`src/rtl/vtg_pkg.sv`:
```
`default_nettype none

package vtg_pkg;

    // Coordinate width: points and deltas wrap at this width and are
    // sign-extended into the 32-bit fields (legal range 16..32).
    localparam int unsigned COORD_BITS = 32;
    localparam int unsigned WORD_BITS  = 32;
    localparam int unsigned OP_BITS    = 3;
    localparam int unsigned CNT_BITS   = WORD_BITS - OP_BITS;
    localparam int unsigned WRAP_SH    = WORD_BITS - COORD_BITS;

    localparam logic [OP_BITS-1:0] OP_MOVE  = 3'd1;
    localparam logic [OP_BITS-1:0] OP_LINE  = 3'd2;
    localparam logic [OP_BITS-1:0] OP_CLOSE = 3'h7;

    localparam logic STATUS_OK        = 1'b0;
    localparam logic STATUS_TRUNCATED = 1'b1;

    typedef enum logic [1:0] {
        PH_CMD = 2'd0,
        PH_DX  = 2'd1,
        PH_DY  = 2'd2
    } t_phase;

    typedef struct packed {
        logic [OP_BITS-1:0]          command_code;
        logic signed [WORD_BITS-1:0] point_x;
        logic signed [WORD_BITS-1:0] point_y;
        logic signed [WORD_BITS-1:0] delta_x;
        logic signed [WORD_BITS-1:0] delta_y;
        logic [CNT_BITS-1:0]         extra_repeats;
        logic                        status;
        logic                        feature_end;
    } t_result;

    // Keep the low COORD_BITS bits and sign-extend them to a full word.
    function automatic logic [WORD_BITS-1:0] wrap_coord(input logic [WORD_BITS-1:0] v);
        logic signed [WORD_BITS-1:0] t;
        t = v << WRAP_SH;
        return t >>> WRAP_SH;
    endfunction

    function automatic logic [WORD_BITS-1:0] unzig(input logic [WORD_BITS-1:0] w);
        return wrap_coord((w >> 1) ^ {WORD_BITS{w[0]}});
    endfunction

endpackage

`default_nettype wire

```
`src/rtl/vtg_word_if.sv`:
```
`default_nettype none

interface vtg_word_if;
    logic        valid;
    logic        ready;
    logic [31:0] geometry_word;
    logic        last_word;

    modport source (output valid, output geometry_word, output last_word, input ready);
    modport sink   (input valid, input geometry_word, input last_word, output ready);
endinterface

`default_nettype wire

```
`src/rtl/vtg_result_if.sv`:
```
`default_nettype none

interface vtg_result_if;
    logic               valid;
    logic               ready;
    logic [2:0]         command_code;
    logic signed [31:0] point_x;
    logic signed [31:0] point_y;
    logic signed [31:0] delta_x;
    logic signed [31:0] delta_y;
    logic [28:0]        extra_repeats;
    logic               status;
    logic               feature_end;

    modport source (
        output valid, output command_code, output point_x, output point_y,
        output delta_x, output delta_y, output extra_repeats, output status,
        output feature_end, input ready
    );
    modport sink (
        input valid, input command_code, input point_x, input point_y,
        input delta_x, input delta_y, input extra_repeats, input status,
        input feature_end, output ready
    );
endinterface

`default_nettype wire

```
`src/rtl/vtg_decode_core.sv`:
```
`default_nettype none

module vtg_decode_core (
    input  wire logic                           i_clk,
    input  wire logic                           i_rst_n,
    input  wire logic                           i_step,
    input  wire logic [vtg_pkg::WORD_BITS-1:0]  i_word,
    input  wire logic                           i_last,
    output logic                                o_emit,
    output vtg_pkg::t_result                    o_res
);
    import vtg_pkg::*;

    t_phase               r_phase, n_phase;
    logic [OP_BITS-1:0]   r_op, n_op;
    logic [CNT_BITS-1:0]  r_rep, n_rep;
    logic [WORD_BITS-1:0] r_held_dx, n_held_dx;
    logic [WORD_BITS-1:0] r_cur_x, n_cur_x, r_cur_y, n_cur_y;
    logic [WORD_BITS-1:0] r_rs_x, n_rs_x, r_rs_y, n_rs_y;
    logic [WORD_BITS-1:0] r_lp_x, n_lp_x, r_lp_y, n_lp_y;
    logic [WORD_BITS-1:0] r_ld_x, n_ld_x, r_ld_y, n_ld_y;

    logic [WORD_BITS-1:0] unz;
    logic [CNT_BITS-1:0]  cnt, eff;
    logic [OP_BITS-1:0]   op;
    logic                 emit;
    logic [WORD_BITS-1:0] px, py, dx, dy;
    logic [CNT_BITS-1:0]  extra;

    assign unz = unzig(i_word);
    assign cnt = i_word[WORD_BITS-1:OP_BITS];
    assign eff = (cnt == '0) ? CNT_BITS'(1) : cnt;
    assign op  = i_word[OP_BITS-1:0];

    always_ff @(posedge i_clk) begin
        if (!i_rst_n) begin
            r_phase   <= PH_CMD;
            r_op      <= '0;
            r_rep     <= '0;
            r_held_dx <= '0;
            r_cur_x   <= '0;
            r_cur_y   <= '0;
            r_rs_x    <= '0;
            r_rs_y    <= '0;
            r_lp_x    <= '0;
            r_lp_y    <= '0;
            r_ld_x    <= '0;
            r_ld_y    <= '0;
        end else if (i_step) begin
            r_phase   <= i_last ? PH_CMD : n_phase;
            r_op      <= i_last ? '0 : n_op;
            r_rep     <= i_last ? '0 : n_rep;
            r_held_dx <= i_last ? '0 : n_held_dx;
            r_cur_x   <= i_last ? '0 : n_cur_x;
            r_cur_y   <= i_last ? '0 : n_cur_y;
            r_rs_x    <= i_last ? '0 : n_rs_x;
            r_rs_y    <= i_last ? '0 : n_rs_y;
            r_lp_x    <= i_last ? '0 : n_lp_x;
            r_lp_y    <= i_last ? '0 : n_lp_y;
            r_ld_x    <= i_last ? '0 : n_ld_x;
            r_ld_y    <= i_last ? '0 : n_ld_y;
        end
    end

    always_comb begin
        n_phase   = r_phase;
        n_op      = r_op;
        n_rep     = r_rep;
        n_held_dx = r_held_dx;
        n_cur_x   = r_cur_x;
        n_cur_y   = r_cur_y;
        n_rs_x    = r_rs_x;
        n_rs_y    = r_rs_y;
        n_lp_x    = r_lp_x;
        n_lp_y    = r_lp_y;
        n_ld_x    = r_ld_x;
        n_ld_y    = r_ld_y;
        emit      = 1'b0;
        px        = '0;
        py        = '0;
        dx        = '0;
        dy        = '0;
        extra     = '0;

        case (r_phase)
            PH_DX: begin
                n_held_dx = unz;
                n_phase   = PH_DY;
            end
            PH_DY: begin
                dx      = r_held_dx;
                dy      = unz;
                n_cur_x = wrap_coord(r_cur_x + dx);
                n_cur_y = wrap_coord(r_cur_y + dy);
                px      = n_cur_x;
                py      = n_cur_y;
                n_lp_x  = n_cur_x;
                n_lp_y  = n_cur_y;
                n_ld_x  = dx;
                n_ld_y  = dy;
                if (r_op == OP_MOVE) begin
                    n_rs_x = n_cur_x;
                    n_rs_y = n_cur_y;
                end
                emit    = 1'b1;
                n_rep   = r_rep - CNT_BITS'(1);
                n_phase = (n_rep != '0) ? PH_DX : PH_CMD;
            end
            default: begin
                // Command word; an unused phase code decodes the same way.
                n_op    = op;
                n_phase = PH_CMD;
                if (op == OP_MOVE || op == OP_LINE) begin
                    n_rep   = eff;
                    n_phase = PH_DX;
                end else if (op == OP_CLOSE) begin
                    dx     = wrap_coord(r_rs_x - r_lp_x);
                    dy     = wrap_coord(r_rs_y - r_lp_y);
                    px     = r_rs_x;
                    py     = r_rs_y;
                    n_lp_x = r_rs_x;
                    n_lp_y = r_rs_y;
                    n_ld_x = (eff > CNT_BITS'(1)) ? '0 : dx;
                    n_ld_y = (eff > CNT_BITS'(1)) ? '0 : dy;
                    extra  = eff - CNT_BITS'(1);
                    emit   = 1'b1;
                end else begin
                    px    = r_lp_x;
                    py    = r_lp_y;
                    dx    = r_ld_x;
                    dy    = r_ld_y;
                    extra = eff - CNT_BITS'(1);
                    emit  = 1'b1;
                end
            end
        endcase
    end

    assign o_emit = emit || i_last;

    always_comb begin
        o_res.command_code  = n_op;
        o_res.point_x       = px;
        o_res.point_y       = py;
        o_res.delta_x       = dx;
        o_res.delta_y       = dy;
        o_res.extra_repeats = extra;
        o_res.status        = (i_last && n_phase != PH_CMD) ? STATUS_TRUNCATED : STATUS_OK;
        o_res.feature_end   = i_last;
    end

endmodule

`default_nettype wire

```
`src/rtl/vtg_out_buf.sv`:
```
`default_nettype none

module vtg_out_buf (
    input  wire logic             i_clk,
    input  wire logic             i_rst_n,
    input  wire logic             i_push,
    input  wire vtg_pkg::t_result i_data,
    output logic                  o_ready,
    vtg_result_if.source          o_res
);
    import vtg_pkg::*;

    logic    r_main_valid, r_skid_valid;
    t_result r_main, r_skid;
    logic    pop;

    assign pop     = r_main_valid && o_res.ready;
    assign o_ready = !r_skid_valid;

    always_ff @(posedge i_clk) begin
        if (!i_rst_n) begin
            r_main_valid <= 1'b0;
            r_skid_valid <= 1'b0;
        end else if (pop) begin
            // Refill from the skid stage first; no push lands while it is full.
            if (r_skid_valid) begin
                r_skid_valid <= 1'b0;
            end else begin
                r_main_valid <= i_push;
            end
        end else if (i_push) begin
            if (!r_main_valid) begin
                r_main_valid <= 1'b1;
            end else begin
                r_skid_valid <= 1'b1;
            end
        end
    end

    always_ff @(posedge i_clk) begin
        if (pop) begin
            r_main <= r_skid_valid ? r_skid : i_data;
        end else if (i_push && !r_main_valid) begin
            r_main <= i_data;
        end
        if (!pop && i_push && r_main_valid) begin
            r_skid <= i_data;
        end
    end

    assign o_res.valid         = r_main_valid;
    assign o_res.command_code  = r_main.command_code;
    assign o_res.point_x       = r_main.point_x;
    assign o_res.point_y       = r_main.point_y;
    assign o_res.delta_x       = r_main.delta_x;
    assign o_res.delta_y       = r_main.delta_y;
    assign o_res.extra_repeats = r_main.extra_repeats;
    assign o_res.status        = r_main.status;
    assign o_res.feature_end   = r_main.feature_end;

endmodule

`default_nettype wire

```
`src/rtl/vector_tile_geometry_decoder.sv`:
```
// Vector tile geometry decoder: takes one 32-bit geometry word per beat on
// i_word (last_word marks the final word of a feature) and returns at most one
// result beat per word on o_res. A word is taken every cycle while the output
// stage has room; a result reaches o_res from the output register. The decode
// state (cursor, ring start, last point and delta) lives in one register set
// updated by per-axis 32-bit adds, and a two-entry output stage lets one more
// word be taken while a result is held by a stalled sink. MoveTo and LineTo
// commands, and the first word of each parameter pair, give no result unless
// they carry last_word; all state returns to reset after the last word.
`default_nettype none

module vector_tile_geometry_decoder (
    input  wire logic    i_clk,
    input  wire logic    i_rst_n,
    vtg_word_if.sink     i_word,
    vtg_result_if.source o_res
);
    import vtg_pkg::*;

    logic    step, emit, buf_ready;
    t_result res;

    assign i_word.ready = buf_ready;
    assign step         = i_word.valid && buf_ready;

    vtg_decode_core u_core (
        .i_clk   (i_clk),
        .i_rst_n (i_rst_n),
        .i_step  (step),
        .i_word  (i_word.geometry_word),
        .i_last  (i_word.last_word),
        .o_emit  (emit),
        .o_res   (res)
    );

    vtg_out_buf u_buf (
        .i_clk   (i_clk),
        .i_rst_n (i_rst_n),
        .i_push  (step && emit),
        .i_data  (res),
        .o_ready (buf_ready),
        .o_res   (o_res)
    );

endmodule

`default_nettype wire

```
`src/flat_wrapper.sv`:
```
// flat-port wrapper written by rule: the top's interface ports become plain ports
module vector_tile_geometry_decoder_flat import vtg_pkg::*;
  (i_clk, i_rst_n, i_word_valid, i_word_geometry_word, i_word_last_word, i_word_ready, o_res_valid, o_res_command_code, o_res_point_x, o_res_point_y, o_res_delta_x, o_res_delta_y, o_res_extra_repeats, o_res_status, o_res_feature_end, o_res_ready);
  vtg_word_if i_word_i ();
  vtg_result_if o_res_i ();
  input  wire logic i_clk;
  input  wire logic i_rst_n;
  input wire logic [$bits(i_word_i.valid)-1:0] i_word_valid;
  input wire logic [$bits(i_word_i.geometry_word)-1:0] i_word_geometry_word;
  input wire logic [$bits(i_word_i.last_word)-1:0] i_word_last_word;
  output wire logic [$bits(i_word_i.ready)-1:0] i_word_ready;
  output wire logic [$bits(o_res_i.valid)-1:0] o_res_valid;
  output wire logic [$bits(o_res_i.command_code)-1:0] o_res_command_code;
  output wire logic [$bits(o_res_i.point_x)-1:0] o_res_point_x;
  output wire logic [$bits(o_res_i.point_y)-1:0] o_res_point_y;
  output wire logic [$bits(o_res_i.delta_x)-1:0] o_res_delta_x;
  output wire logic [$bits(o_res_i.delta_y)-1:0] o_res_delta_y;
  output wire logic [$bits(o_res_i.extra_repeats)-1:0] o_res_extra_repeats;
  output wire logic [$bits(o_res_i.status)-1:0] o_res_status;
  output wire logic [$bits(o_res_i.feature_end)-1:0] o_res_feature_end;
  input wire logic [$bits(o_res_i.ready)-1:0] o_res_ready;
  assign i_word_i.valid = i_word_valid;
  assign i_word_i.geometry_word = i_word_geometry_word;
  assign i_word_i.last_word = i_word_last_word;
  assign i_word_ready = i_word_i.ready;
  assign o_res_valid = o_res_i.valid;
  assign o_res_command_code = o_res_i.command_code;
  assign o_res_point_x = o_res_i.point_x;
  assign o_res_point_y = o_res_i.point_y;
  assign o_res_delta_x = o_res_i.delta_x;
  assign o_res_delta_y = o_res_i.delta_y;
  assign o_res_extra_repeats = o_res_i.extra_repeats;
  assign o_res_status = o_res_i.status;
  assign o_res_feature_end = o_res_i.feature_end;
  assign o_res_i.ready = o_res_ready;
  vector_tile_geometry_decoder u_core (.i_clk(i_clk), .i_rst_n(i_rst_n), .i_word(i_word_i), .o_res(o_res_i));
endmodule
```
`config.mk`:
```
export PLATFORM = sky130hd
export DESIGN_NAME = vector_tile_geometry_decoder_flat
export DESIGN_NICKNAME = d
export VERILOG_FILES = /design/src/rtl/vtg_pkg.sv /design/src/rtl/vtg_word_if.sv /design/src/rtl/vtg_result_if.sv /design/src/rtl/vtg_decode_core.sv /design/src/rtl/vtg_out_buf.sv /design/src/rtl/vector_tile_geometry_decoder.sv /design/src/flat_wrapper.sv
export SDC_FILE = /design/constraint.sdc
export NUM_CORES = 2
export LEC_CHECK = 0
export ABC_AREA = 1
export BUFFER_PORTS_ARGS = -buffer_cell sky130_fd_sc_hd__buf_2
export CAP_MARGIN = 20
export CORE_UTILIZATION = 30
export DETAILED_ROUTE_END_ITERATION = 6
export PLACE_DENSITY = 0.43
export SLEW_MARGIN = 25
export SYNTH_ARGS = -nofsm -noshare
export SYNTH_HDL_FRONTEND = slang
export SYNTH_HIERARCHICAL = 1
export SYNTH_SLANG_ARGS = --single-unit
export TNS_END_PERCENT = 20
```
`constraint.sdc`:
```
create_clock -name i_clk -period 53.7 [get_ports i_clk]
set_input_delay 13.425 -clock i_clk [delete_from_list [all_inputs] [get_ports i_clk]]
set_output_delay 13.425 -clock i_clk [all_outputs]
set_load 0.005 [all_outputs]
```
==> results.md <==
- Share of cells above drive strength 1: under 10%
- Most area-hungry cell type in the Yosys netlist: edfxtp_1
- Sequential Power Share: 39.4%
- Core area: roughly 120000 sq um
- Min-delay src: u_core/u_core/r_ld_x[8]
- CTS tree: built
- Number of global-route vias before repair: around 33k
- Peak Freq: 59.30 MHz
- Final setup viols: 0
- CP max-delay cell: clkinv_2
- Number of flops mapped to enable cells by yosys: 324
- Post-DP HPWL: 110100 um
- GP Congestion: a little over 0.9
- Total CTS buffers: approximately 80
- Sw frac: between 30% and 40%
- Clk pwr share: a little under two fifths
- Failing checks: design-rule violations
- Reg-to-reg slack, setup: 49.30 ns
- Die Y-Extent: approximately 350 um
- Area grow syn2layout: 13.37%
- Gr usage total: between 20% and 30%
- Worst EP arrival: 17.30 ns
- Post-synthesis sequential area ratio: 43.43%
- Yosys reg bits: about 650
- Post-layout util: 34.24%
- Sw Pwr: 0.4858 mW
- Initial DRC count: around 2.8k
- Final Cycle Share: between 30% and 40%
- R2r worst-path depth: 11
- IO Count: roughly 200
- Initial antenna violation count: 8
- Resized Gates After CTS: 0
- Synth top area cells: edfxtp_1 26%, dfxtp_1 17%, nand2_1 14%
- Worst endpoint required time: between 50 and 60 ns
- Post-synth ARST share: 0%
- Critical path type: input pin to flip-flop
- Sink Count: 648
- Vias per cell: roughly 5.2
- Commonest non-fill, non-tap cell in the layout: nand2_1
- Total Power: about 1.4 mW
- # hold bufs at CTS: 0
- Setup_tns: 0 ns
- Reg2reg start: u_core/u_buf/r_skid_valid
- Largest net degree at the start of global routing: 120
- Gate Count Post-Synth: between 5k and 6k
- Die Area: 125900 sq um
- Layout Nets: between 5k and 6k
- RSZ-0062 raised after global routing: no
- Final wirelength: between 150000 and 200000 um
- CP most frequent cell: buf_4
- Slowest cell delay on critical path: roughly 0.98 ns
- CTS H-tree lvls: 3
- Max Slew Vio Count: 0
- DRT Pass-1 Iters: 7
- Unique masters post-synth: between 40 and 50
- Via count: ~35k
- Mean Syn Cell Area: about 7.4 sq um
- DRC Markers: 4
- Clock-pin slew on the worst setup and hold paths: around 0.060 ns
- Clk buf depth: 3
- Site row count: between 100 and 150
- Final hold vios: 0
- Die width: roughly 350 um
- Leak pwr: 17.47 nW
- Post-DR wirelength/cell: 23.11 um
- Most frequent cells in the layout: 1397 x nand2_1, 606 x a21oi_1, 566 x o21ai_0, 376 x inv_1, 336 x nor2_1
- Post-CTS setup repair buffer count: 0
- Combinational Power Share: between 20 and 25%
- Initial Util: a little under a third
- Crit. End Element: flip-flop
- CP max FO: 70
- Root buffer cell: clkbuf_16
- Hold depth: 2
- Worst-Skew Late Latency: around 0.7 ns
- Max_cap viols: 0
- Clk_skew: approximately 0.052 ns
- Final Instance Area: ~42000 sq um
- Global-route wire length before repair: roughly 230000 um
- Final min period: 16.86 ns
- Synth top area share: between 20% and 30%
- Placed cell area: just under 40000 sq um
- WHS Endpoint: u_core/u_core/r_ld_x[8]
- Int Pwr: 0.9579 mW
- Setup crit start kind: input pin
- Netlist Area Pre-Place: 37340 sq um
- Status: finished with violations
- Worst min path class: flip-flop to flip-flop
- Worst R2R End: u_core/u_core/r_rs_x[31]
- Yosys synthesis warning count: 6
- Worst-path cell chain: buf_2 > buf_4 > ha_1 > nand2_4 > clkinv_2 > buf_4 > or2_2 > a32o_1 > o21ai_0 > nand2_1
- GRT overflow: 0
- Port Buffer Count: 200
- Worst slew margin: between 20% and 30%
- Top_reg_cell synth: edfxtp_1
- Maximum vdd drop: ~23 uV
- Pwr Density: ~34 nW/um^2
- Post-DRT Antenna Nets: 0
- Slew @ Worst Pin: 1.109 ns
- Syn Nets: a little over 5k
[logic make-up after synthesis]
kind of cell / after synthesis / share of synthesized area (%)
simple gates: 2049 / 22.07
fa+ha+maj: 137 / 4.671
xor+xnor: 112 / 2.627
flops: 648 / 43.43
buf+inv: 653 / 7.064
compound gates: 1420 / 20.14
[power by group through the flow]
stage | sequential, mW | combinational, mW | clock (mW)
finish | 0.569 | 0.325 | 0.550
global route | 0.571 | 0.356 | 0.582
CTS | 0.569 | 0.325 | 0.567
detailed placement | 0.579 | 0.323 | 0
global placement | 0.580 | 0.323 | 0
floorplan | 0.580 | 0.200 | 0
[Yosys cell counts (41+ instances only)]
master	instances
o21ai_1	59
o21ai_0	567
ha_1	133
dfxtp_1	324
buf_2	43
inv_1	377
nor3_1	41
o211ai_1	62
xor2_1	52
xnor2_1	60
nor2_1	341
clkbuf_1	160
nand2_1	1398
a21oi_1	606
edfxtp_1	324
o22ai_1	58
nand3_1	181
[critical path: cells and delay by family]
family          cells  cell delay (ns)
simple gates        3             1.04
compound gates      2             0.33
buf+inv             4             2.06
fa+ha+maj           1             0.32
[stage by stage]
stage | instances | hold WS (ns) | worst slack [ns]
final | 6793 | 0.4614 | 36.84
after CTS | 6789 | 0.4616 | 36.89
after floorplan | 5019 | 0.4398 | 26.27
after detailed placement | 6638 | 0.4522 | 36.15
after global routing | 6792 | 0.4776 | 36.65
after global placement | 6638 | 0.4495 | 36.18
[sequential cells by signal (all words and copies together), names as in the netlist, 32 cells and up]
name                        count
u_core/u_buf/r_skid           162
u_core/u_buf/o_res.delta_x     32
u_core/u_buf/o_res.delta_y     32
u_core/u_buf/o_res.point_x     32
u_core/u_buf/o_res.point_y     32
u_core/u_core/r_cur_x          32
u_core/u_core/r_cur_y          32
u_core/u_core/r_held_dx        32
u_core/u_core/r_ld_x           32
u_core/u_core/r_ld_y           32
u_core/u_core/r_lp_x           32
u_core/u_core/r_lp_y           32
u_core/u_core/r_rs_x           32
u_core/u_core/r_rs_y           32
[per-layer routing]
metal	global-route usage (%)	part of all wire [%]	up-vias
met4	8.750	3.7	0
met1	32.50	45	17038
met3	2.877	4.7	211
met2	40.11	47	995
met5	0	0	-
li1	-	-	17117
[how the worst max path moves through the flow]
stage,startpoint,slack [ns],endpoint
6_report,i_word_geometry_word[0],36.84,u_core/u_buf/o_res.delta_x[9]
5_1_grt,i_word_geometry_word[0],36.65,u_core/u_buf/o_res.delta_x[9]
4_1_cts,i_word_geometry_word[0],36.89,u_core/u_buf/o_res.delta_x[9]
3_5_place_dp,i_word_geometry_word[0],36.15,u_core/u_buf/o_res.delta_x[9]
3_3_place_gp,i_word_geometry_word[0],36.18,u_core/u_buf/o_res.delta_x[9]
2_1_floorplan,i_word_geometry_word[0],26.27,u_core/u_buf/o_res.command_code[0]
[area by class of cell]
class                           instances  area (sq um)
Fill cell                           13421         81310
Multi-Input combinational cell       3718         18600
Sequential cell                       648         16220
Clock buffer                          113          2313
Tap cell                             1637          2048
Inverter                              394          1493
Timing Repair Buffer                  241          1334
Clock inverter                         38         320.3
Antenna cell                            4         10.01
Note: power is estimated with default switching activity, not from simulation.
